## config.mk

```make
export PLATFORM = sky130hd
export DESIGN_NAME = char_stream_tokenizer_unit
export DESIGN_NICKNAME = d
export VERILOG_FILES = /design/src/rtl/core/cst_pkg.sv /design/src/rtl/core/cst_step.sv /design/src/rtl/core/char_stream_tokenizer_unit.sv
export SDC_FILE = /design/constraint.sdc
export NUM_CORES = 1
export LEC_CHECK = 0
export BUFFER_PORTS_ARGS = -buffer_cell sky130_fd_sc_hd__buf_4
export CORE_MARGIN = 1.5
export CORE_UTILIZATION = 55
export DETAILED_ROUTE_END_ITERATION = 12
export PLACE_DENSITY = 0.78
export SLEW_MARGIN = 20
export SYNTH_ARGS = -nofsm -noshare
export SYNTH_HDL_FRONTEND = slang
export SYNTH_HIERARCHICAL = 1
export SYNTH_SLANG_ARGS = --single-unit
export TNS_END_PERCENT = 30
```

## constraint.sdc

```tcl
create_clock -name clock -period 5.4 [get_ports clock]
set_input_delay 0.54 -clock clock [delete_from_list [all_inputs] [get_ports clock]]
set_output_delay 0.54 -clock clock [all_outputs]
set_load 0.05 [all_outputs]
```

## src/rtl/core/cst_pkg.sv

```systemverilog
// Shared types and constants for the character stream tokenizer.
`timescale 1ns / 1ps

package cst_pkg;

   localparam int CHAR_W = 8;
   localparam int KIND_W = 4;
   localparam int LINE_W = 20;
   localparam int COL_W  = 16;

   localparam logic [LINE_W-1:0] LINE_MAX = {LINE_W{1'b1}};
   localparam logic [COL_W-1:0]  COL_MAX  = {COL_W{1'b1}};
   localparam logic [LINE_W-1:0] LINE_RESET = LINE_W'(1);
   localparam logic [COL_W-1:0]  COL_RESET  = COL_W'(1);
   // column after a newline is always 1, independent of the configured start
   localparam logic [COL_W-1:0]  COL_NEWLINE = COL_W'(1);

   // token kinds
   localparam logic [KIND_W-1:0] K_SPACE     = 4'd0;
   localparam logic [KIND_W-1:0] K_IDENT     = 4'd1;
   localparam logic [KIND_W-1:0] K_STRING    = 4'd2;
   localparam logic [KIND_W-1:0] K_INT       = 4'd3;
   localparam logic [KIND_W-1:0] K_FLOAT     = 4'd4;
   localparam logic [KIND_W-1:0] K_DOT       = 4'd5;
   localparam logic [KIND_W-1:0] K_COMMA     = 4'd6;
   localparam logic [KIND_W-1:0] K_PLUS      = 4'd7;
   localparam logic [KIND_W-1:0] K_MINUS     = 4'd8;
   localparam logic [KIND_W-1:0] K_LESS      = 4'd9;
   localparam logic [KIND_W-1:0] K_GREATER   = 4'd10;
   localparam logic [KIND_W-1:0] K_EQUAL     = 4'd11;
   localparam logic [KIND_W-1:0] K_SLASH     = 4'd12;
   localparam logic [KIND_W-1:0] K_BACKSLASH = 4'd13;
   localparam logic [KIND_W-1:0] K_STAR      = 4'd14;
   localparam logic [KIND_W-1:0] K_COMMENT   = 4'd15;

   // source bytes of interest
   localparam logic [CHAR_W-1:0] CH_NL     = 8'h0A;
   localparam logic [CHAR_W-1:0] CH_TAB    = 8'h09;
   localparam logic [CHAR_W-1:0] CH_CR     = 8'h0D;
   localparam logic [CHAR_W-1:0] CH_SPACE  = 8'h20;
   localparam logic [CHAR_W-1:0] CH_QUOTE  = 8'h22;
   localparam logic [CHAR_W-1:0] CH_PLUS   = 8'h2B;
   localparam logic [CHAR_W-1:0] CH_COMMA  = 8'h2C;
   localparam logic [CHAR_W-1:0] CH_MINUS  = 8'h2D;
   localparam logic [CHAR_W-1:0] CH_DOT    = 8'h2E;
   localparam logic [CHAR_W-1:0] CH_SLASH  = 8'h2F;
   localparam logic [CHAR_W-1:0] CH_ZERO   = 8'h30;
   localparam logic [CHAR_W-1:0] CH_NINE   = 8'h39;
   localparam logic [CHAR_W-1:0] CH_LESS   = 8'h3C;
   localparam logic [CHAR_W-1:0] CH_EQUAL  = 8'h3D;
   localparam logic [CHAR_W-1:0] CH_GREATER = 8'h3E;
   localparam logic [CHAR_W-1:0] CH_LOW_A  = 8'h61;
   localparam logic [CHAR_W-1:0] CH_LOW_Z  = 8'h7A;
   localparam logic [CHAR_W-1:0] CASE_OFFSET = 8'h20;

   // configuration register indexes
   localparam logic CSR_FIRST_LINE   = 1'b0;
   localparam logic CSR_FIRST_COLUMN = 1'b1;

   typedef struct packed {
      logic              token_done;
      logic              token_kept;
      logic [KIND_W-1:0] token_kind;
      logic [LINE_W-1:0] token_line;
      logic [COL_W-1:0]  token_column;
      logic              char_valid;
      logic [CHAR_W-1:0] char_out;
   } result_type;

   typedef struct packed {
      logic [KIND_W-1:0] kind;
      logic [LINE_W-1:0] line;
      logic [COL_W-1:0]  column;
   } scan_state_type;

endpackage

```

## src/rtl/core/cst_step.sv

```systemverilog
// Per-byte tokenizer decision: result and next scan state from byte and state.
`timescale 1ns / 1ps

module cst_step (
   input  logic [cst_pkg::CHAR_W-1:0] in_char,
   input  cst_pkg::scan_state_type    cur,
   output cst_pkg::scan_state_type    nxt,
   output cst_pkg::result_type        result
);
   import cst_pkg::*;

   logic              close_en;
   logic              append_en;
   logic [CHAR_W-1:0] append_char;
   logic              newline;
   logic [KIND_W-1:0] kind_nx;
   logic              is_digit;
   logic              is_lower;

   assign is_digit = (in_char >= CH_ZERO) && (in_char <= CH_NINE);
   assign is_lower = (in_char >= CH_LOW_A) && (in_char <= CH_LOW_Z);

   always_comb begin
      close_en    = 1'b0;
      append_en   = 1'b0;
      append_char = in_char;
      newline     = 1'b0;
      kind_nx     = cur.kind;
      if (cur.kind == K_COMMENT) begin
         if (in_char == CH_NL) begin
            close_en = 1'b1;
            newline  = 1'b1;
            kind_nx  = K_SPACE;
         end else begin
            append_en = 1'b1;
         end
      end else if (cur.kind == K_STRING) begin
         if (in_char == CH_QUOTE) begin
            close_en = 1'b1;
            kind_nx  = K_SPACE;
         end else begin
            append_en = 1'b1;
         end
      end else if (is_digit) begin
         if (cur.kind == K_SPACE) kind_nx = K_INT;
         append_en = 1'b1;
      end else begin
         unique case (in_char) inside
            CH_QUOTE: begin
               close_en = 1'b1;
               kind_nx  = K_STRING;
            end
            CH_DOT: begin
               if (cur.kind == K_INT) begin
                  kind_nx   = K_FLOAT;
                  append_en = 1'b1;
               end else begin
                  kind_nx = K_DOT;
               end
            end
            CH_COMMA:   kind_nx = K_COMMA;
            CH_PLUS:    kind_nx = K_PLUS;
            CH_MINUS:   kind_nx = K_MINUS;
            CH_LESS:    kind_nx = K_LESS;
            CH_GREATER: kind_nx = K_GREATER;
            CH_EQUAL:   kind_nx = K_EQUAL;
            CH_SPACE, CH_TAB, CH_CR: begin
               close_en = 1'b1;
               kind_nx  = K_SPACE;
            end
            CH_NL: begin
               close_en = 1'b1;
               newline  = 1'b1;
               kind_nx  = K_SPACE;
            end
            CH_SLASH: begin
               if (cur.kind == K_SPACE) kind_nx = K_SLASH;
               else if (cur.kind == K_SLASH) kind_nx = K_COMMENT;
            end
            default: begin
               if (cur.kind == K_SPACE || cur.kind == K_INT) kind_nx = K_IDENT;
               append_en = 1'b1;
               if (is_lower) append_char = in_char - CASE_OFFSET;
            end
         endcase
      end
   end

   always_comb begin
      result = '0;
      if (close_en) begin
         result.token_done   = 1'b1;
         result.token_kept   = (cur.kind != K_SPACE) && (cur.kind != K_COMMENT);
         result.token_kind   = cur.kind;
         result.token_line   = cur.line;
         result.token_column = cur.column;
      end
      if (append_en) begin
         result.char_valid = 1'b1;
         result.char_out   = append_char;
      end
   end

   // counters saturate at all ones
   always_comb begin
      nxt.kind   = kind_nx;
      nxt.line   = cur.line;
      nxt.column = cur.column;
      if (newline) begin
         if (cur.line != LINE_MAX) nxt.line = cur.line + LINE_W'(1);
         nxt.column = COL_NEWLINE;
      end else if (cur.column != COL_MAX) begin
         nxt.column = cur.column + COL_W'(1);
      end
   end

endmodule

```

## src/rtl/core/char_stream_tokenizer_unit.sv

```systemverilog
// Top level of the character stream tokenizer: handshake, state and result registers.
// Requests go via the input register and cst_step to the result register (rsp_valid).
// Throughput: one request per cycle unless rsp_ready stalls the result channel; the
//   kind/line/column state steps per byte in cst_step, so bytes stream back to back.
// Reset (synchronous, active high): kind clears to space, line and column load 1,
//   both pipeline stages empty. Payload registers are not reset.
`timescale 1ns / 1ps

module char_stream_tokenizer_unit (
   input  logic                        clock,
   input  logic                        reset,
   // request channel
   input  logic                        req_valid,
   output logic                        req_ready,
   input  logic [cst_pkg::CHAR_W-1:0]  req_in_char,
   // result channel
   output logic                        rsp_valid,
   input  logic                        rsp_ready,
   output logic                        rsp_token_done,
   output logic                        rsp_token_kept,
   output logic [cst_pkg::KIND_W-1:0]  rsp_token_kind,
   output logic [cst_pkg::LINE_W-1:0]  rsp_token_line,
   output logic [cst_pkg::COL_W-1:0]   rsp_token_column,
   output logic                        rsp_char_valid,
   output logic [cst_pkg::CHAR_W-1:0]  rsp_char_out,
   // configuration writes
   input  logic                        csr_valid,
   output logic                        csr_ready,
   input  logic                        csr_index,
   input  logic [cst_pkg::LINE_W-1:0]  csr_data
);
   import cst_pkg::*;

   // input stage
   logic              in_valid_ff;
   logic              in_valid_in;
   logic [CHAR_W-1:0] in_char_ff;

   // scan state
   scan_state_type    state_ff;
   scan_state_type    state_in;
   scan_state_type    state_step;

   // result stage
   logic              out_valid_ff;
   logic              out_valid_in;
   result_type        out_data_ff;
   result_type        step_result;

   logic              out_free;
   logic              advance;
   logic              req_take;
   logic              csr_take;

   // result register is empty or drains this cycle
   assign out_free  = !out_valid_ff || rsp_ready;
   // byte in the input stage is processed and moves to the result register
   assign advance   = in_valid_ff && out_free;
   assign req_ready = !in_valid_ff || advance;
   assign req_take  = req_valid && req_ready;
   assign csr_ready = 1'b1;
   assign csr_take  = csr_valid;

   cst_step u_step (
      .in_char (in_char_ff),
      .cur     (state_ff),
      .nxt     (state_step),
      .result  (step_result)
   );

   always_comb begin
      in_valid_in = in_valid_ff;
      if (advance) in_valid_in = 1'b0;
      if (req_take) in_valid_in = 1'b1;
   end

   always_comb begin
      out_valid_in = out_valid_ff;
      if (rsp_ready) out_valid_in = 1'b0;
      if (advance) out_valid_in = 1'b1;
   end

   // a write loads the counter at once; user must write only while idle (unchecked)
   always_comb begin
      state_in = state_ff;
      if (advance) state_in = state_step;
      if (csr_take) begin
         unique case (csr_index)
            CSR_FIRST_LINE:   state_in.line   = csr_data;
            CSR_FIRST_COLUMN: state_in.column = csr_data[COL_W-1:0];
            default: ;
         endcase
      end
   end

   always_ff @(posedge clock) begin
      if (reset) begin
         in_valid_ff     <= 1'b0;
         out_valid_ff    <= 1'b0;
         state_ff.kind   <= K_SPACE;
         state_ff.line   <= LINE_RESET;
         state_ff.column <= COL_RESET;
      end else begin
         in_valid_ff  <= in_valid_in;
         out_valid_ff <= out_valid_in;
         state_ff     <= state_in;
      end
   end

   always_ff @(posedge clock) begin
      if (req_take) in_char_ff <= req_in_char;
      if (advance) out_data_ff <= step_result;
   end

   assign rsp_valid        = out_valid_ff;
   assign rsp_token_done   = out_data_ff.token_done;
   assign rsp_token_kept   = out_data_ff.token_kept;
   assign rsp_token_kind   = out_data_ff.token_kind;
   assign rsp_token_line   = out_data_ff.token_line;
   assign rsp_token_column = out_data_ff.token_column;
   assign rsp_char_valid   = out_data_ff.char_valid;
   assign rsp_char_out     = out_data_ff.char_out;

endmodule

```

==> key figures <==
CTS
  – Number of buffers added for setup after CTS: 0
  – Resized cells post-CTS: 0
  – Num CTS Buffers: 9
  – Bufs on Longest Clock Path: 2
  – Clock slew seen by the registers of the worst setup and hold paths: 0.10 ns
  – Number of H-tree levels: 3
  – Post-cts hold buffer count: 0
  – Clock Sink Count: between 100 and 150
  – Clock root cell: sky130_fd_sc_hd__clkbuf_8
  – TritonCTS clock tree: yes
  – Insertion delay of the later-clocked pin in the worst-skew pair: 0.38 ns

Floorplan
  – Floorplan die area: 0.01085 sq mm
  – Area of the core: 0.009864 sq mm
  – Overall die height: 104.1 um
  – Initial Util: between 50% and 60%
  – Num rows: 36
  – Die X-Extent: 104.1 um
  – Number of I/O pins: 88

Worst setup path
  – Terminus of the critical flop-to-flop path: state_ff[25]
  – Cells along the critical path: nor4_2, nand4_2, a21oi_4, nand2_1, nor3_2, xor2_1, nand3_1, a311oi_1
  – Crit path max-delay cell type: sky130_fd_sc_hd__edfxtp_1
  – Peak per-stage delay on the critical path: 0.60 ns
  – Endpoint class of the critical path: flop
  – Critical path buffer and inverter count: 0
  – Crit-path max FO: 17
  – Critical Path Sink: state_ff[25]
  – Crit Reg-Reg Startpoint: in_char_ff[4]
  – Worst r2r path cells: 8
  – Delay-heaviest family, CP: simple AND/OR/NAND/NOR gates
  – CP required: 5.70 ns
  – Launch point of the critical path: in_char_ff[4]
  – Register-to-register setup slack: 2.43 ns
  – Setup crit start kind: flop
  – Arrival time reported for the critical path endpoint: 3.27 ns
  – Critical path type: reg2reg
  – Crit. path cell count: 8

Global route
  – Antenna violations before repair: 0
  – Wire length of the first global-routing pass: around 23,000 um
  – Via count of the first global-routing pass: 4,444
  – Total gr overflow: 0
  – Pin count of the biggest net entering global routing: 45
  – Tot GR Track Use: 26.54%

Logic synthesis
  – Number of different library cells in the post-synthesis netlist: 71
  – Synthesized area per cell: 9.425 sq um
  – Netlist area before placement: approximately 0.0056 sq mm
  – Post-synthesis adder-cell area fraction: 0.8895%
  – Fraction of the mapped netlist area in compound gates: roughly 16%
  – FF+latch count, synth: about 100
  – Instance count of the mapped netlist: between 500 and 600
  – Main combinational cell family by area after synthesis: simple AND/OR/NAND/NOR gates
  – Yosys warns: 6
  – Mux contribution to synthesized area: 0.7338%
  – Count of flip-flops with a built-in enable after synthesis: 59
  – Xor and xnor fraction of the mapped netlist area: under 10%
  – Share of flip-flops with an asynchronous set or reset after synthesis: 0%
  – Post-synthesis net count: 635
  – Prevailing post-synth register cell: sky130_fd_sc_hd__edfxtp_1
  – Fraction of the mapped netlist area in simple logic gates: roughly a quarter
  – Sequential cell area fraction in the yosys report: 46.43%

Pwr
  – Overall Power: approximately 1.7 mW
  – Leakage power figure: 2.338 nW
  – Worst vdd ir: 203.4 uV
  – P per Cell Area: about 260 mW/mm^2

Timing
  – Accumulated negative setup slack: 0 ns
  – Share of the clock period used by the worst path after layout: 55.00%
  – Transition time at the pin with the least slew margin: 1.001 ns
  – Final Critical Period: 2.970 ns
  – Max-slew violations: 0
  – Final number of setup-violating endpoints: 0
  – Headroom to the max-slew limit: 33.13%
  – Peak clock frequency supported by timing: around 0.34 GHz
  – Clock Skews: 0.01611 ns
  – Final Hold Vio Count: 0
  – RSZ-0062 raised after global routing: no
  – Worst hold margin: 0.3433 ns

Routing
  – Number of vias per cell after detailed routing: 6.259
  – Total routed wire length on the met1 layer: 6083 um
  – Number of detailed-routing iterations run before antenna repair: 6
  – Metal3 WL: 1054 um
  – Total routed wirelength: about 14,000 um
  – Average wire per standard cell: ~18 um
  – DRC: 0
  – Top routing layer in use: met4
  – Residual antenna-violating net count after detailed routing: 0
  – Amount of wire on met2 after detailed routing: approximately 6700 um
  – Total number of vias: 4,926
  – Violation count after the first detailed-route iteration: 455

Layout
  – Fraction of layout instances using a drive strength above 1: 19.72%
  – Final nets: around 700
  – Most common cell after layout, fill and taps aside: sky130_fd_sc_hd__buf_4
  – # diodes: 0
  – Leading cell types in the layout, fill and taps excluded: sky130_fd_sc_hd__buf_4 (89), sky130_fd_sc_hd__nor2_1 (66), sky130_fd_sc_hd__nand3_1 (61), sky130_fd_sc_hd__edfxtp_1 (59), sky130_fd_sc_hd__o21ai_0 (46)
  – Synthesis-to-layout area growth: 13.68%
  – Non-filler instance count after layout: 787

Run status
  – Result of the run: complete, no violations

Place
  – Input/output buffers: 86
  – Weighted congestion at the end of routability-driven global placement: 0.9082
  – # placed instances: 771
  – Detailed placement HPWL: 9372 um

Flow run
  – Max-capacitance violation count: 0

Min path
  – Hold/Removal Path Class: in2reg
[cells by family (layout without fill, tap and decap cells)]
kind of cell               count (synthesis)  count (layout)
adders and majority gates                  4               4
AOI/OAI and AO/OA                        130             130
and+or+nand+nor                          273             273
muxes                                      4               4
DFF                                      101             101
other                                      1               1
xor gates and xnor gates                  25              25
buffers and inverters                     59             116
[power breakdown]
group	switching [mW]	internal [mW]	leakage [nW]
logic	0.140	0.0798	1.29
clock network	0.270	0.264	0.108
registers	0.0487	0.851	0.941
total	0.459	1.20	2.34
[synth_stat cells, drive strengths merged (3+ instances only)]
master	n	area (sq um)
a211oi	3	27.52
a21oi	18	116.4
a311oi	34	297.8
a31oi	4	25.02
and2	46	290.3
and3	7	43.79
buf	32	226.5
clkbuf	16	62.56
dfxtp	42	840.8
edfxtp	59	1772
ha	4	50.05
inv	11	41.29
mux2i	3	30.03
nand2	35	131.4
nand2b	3	18.77
nand3	61	305.3
nand4	10	83.83
nor2	69	264.0
nor2b	5	31.28
nor3	15	85.08
nor4	3	25.02
nor4b	4	56.30
o21ai	51	259.0
or3	4	25.02
xnor2	15	131.4
xor2	10	87.58
[metrics by stage]
step,cell area (sq um),utilization (%),setup slack (ns)
floorplan,5627,-,1.882
global placement,6182,62.67,2.608
detailed placement,6182,62.67,2.506
CTS,6396,64.84,2.489
global route,6396,64.84,2.251
finish,6396,64.84,2.430
[worst min path at each step]
stage / from / to / depth (start not counted)
3_5_place_dp: state_ff[25] / state_ff[25] / 2
2_1_floorplan: state_ff[39] / state_ff[39] / 2
6_report: req_in_char[5] / in_char_ff[5] / 1
5_1_grt: req_in_char[5] / in_char_ff[5] / 1
4_1_cts: req_in_char[5] / in_char_ff[5] / 1
3_3_place_gp: state_ff[25] / state_ff[25] / 2
[state kept, by name, indices dropped and copies added, names as in the netlist, 4 cells and up]
signal            cells
state_ff             40
in_char_ff            8
rsp_char_out          8
rsp_token_column     16
rsp_token_line       20
rsp_token_kind        4
[layer usage]
metal  vias up  track usage (%)
li1       2286                -
met1      2377            36.85
met2       233            41.30
met3        30            4.637
met4         0            10.62
met5         -                0
[cell type report]
cell class / count / area [sq um]
inverter: 11 / 41.29
multi-input combinational: 437 / 2694
clock inverter: 5 / 82.58
sequential: 101 / 2613
clock buffer: 11 / 131.4
timing repair buffer: 89 / 668.1
fill: 810 / 3468
tap: 133 / 166.4
[worst register-to-register path: stages (launching register included)]
cell and delay [ns]:
sky130_fd_sc_hd__edfxtp_1 0.60, sky130_fd_sc_hd__nor4_2 0.40, sky130_fd_sc_hd__nand4_2 0.30, sky130_fd_sc_hd__a21oi_4 0.52, sky130_fd_sc_hd__nand2_1 0.30, sky130_fd_sc_hd__nor3_2 0.25
sky130_fd_sc_hd__xor2_1 0.17, sky130_fd_sc_hd__nand3_1 0.09, sky130_fd_sc_hd__a311oi_1 0.27
No activity file was read; power rests on OpenSTA's default activity.
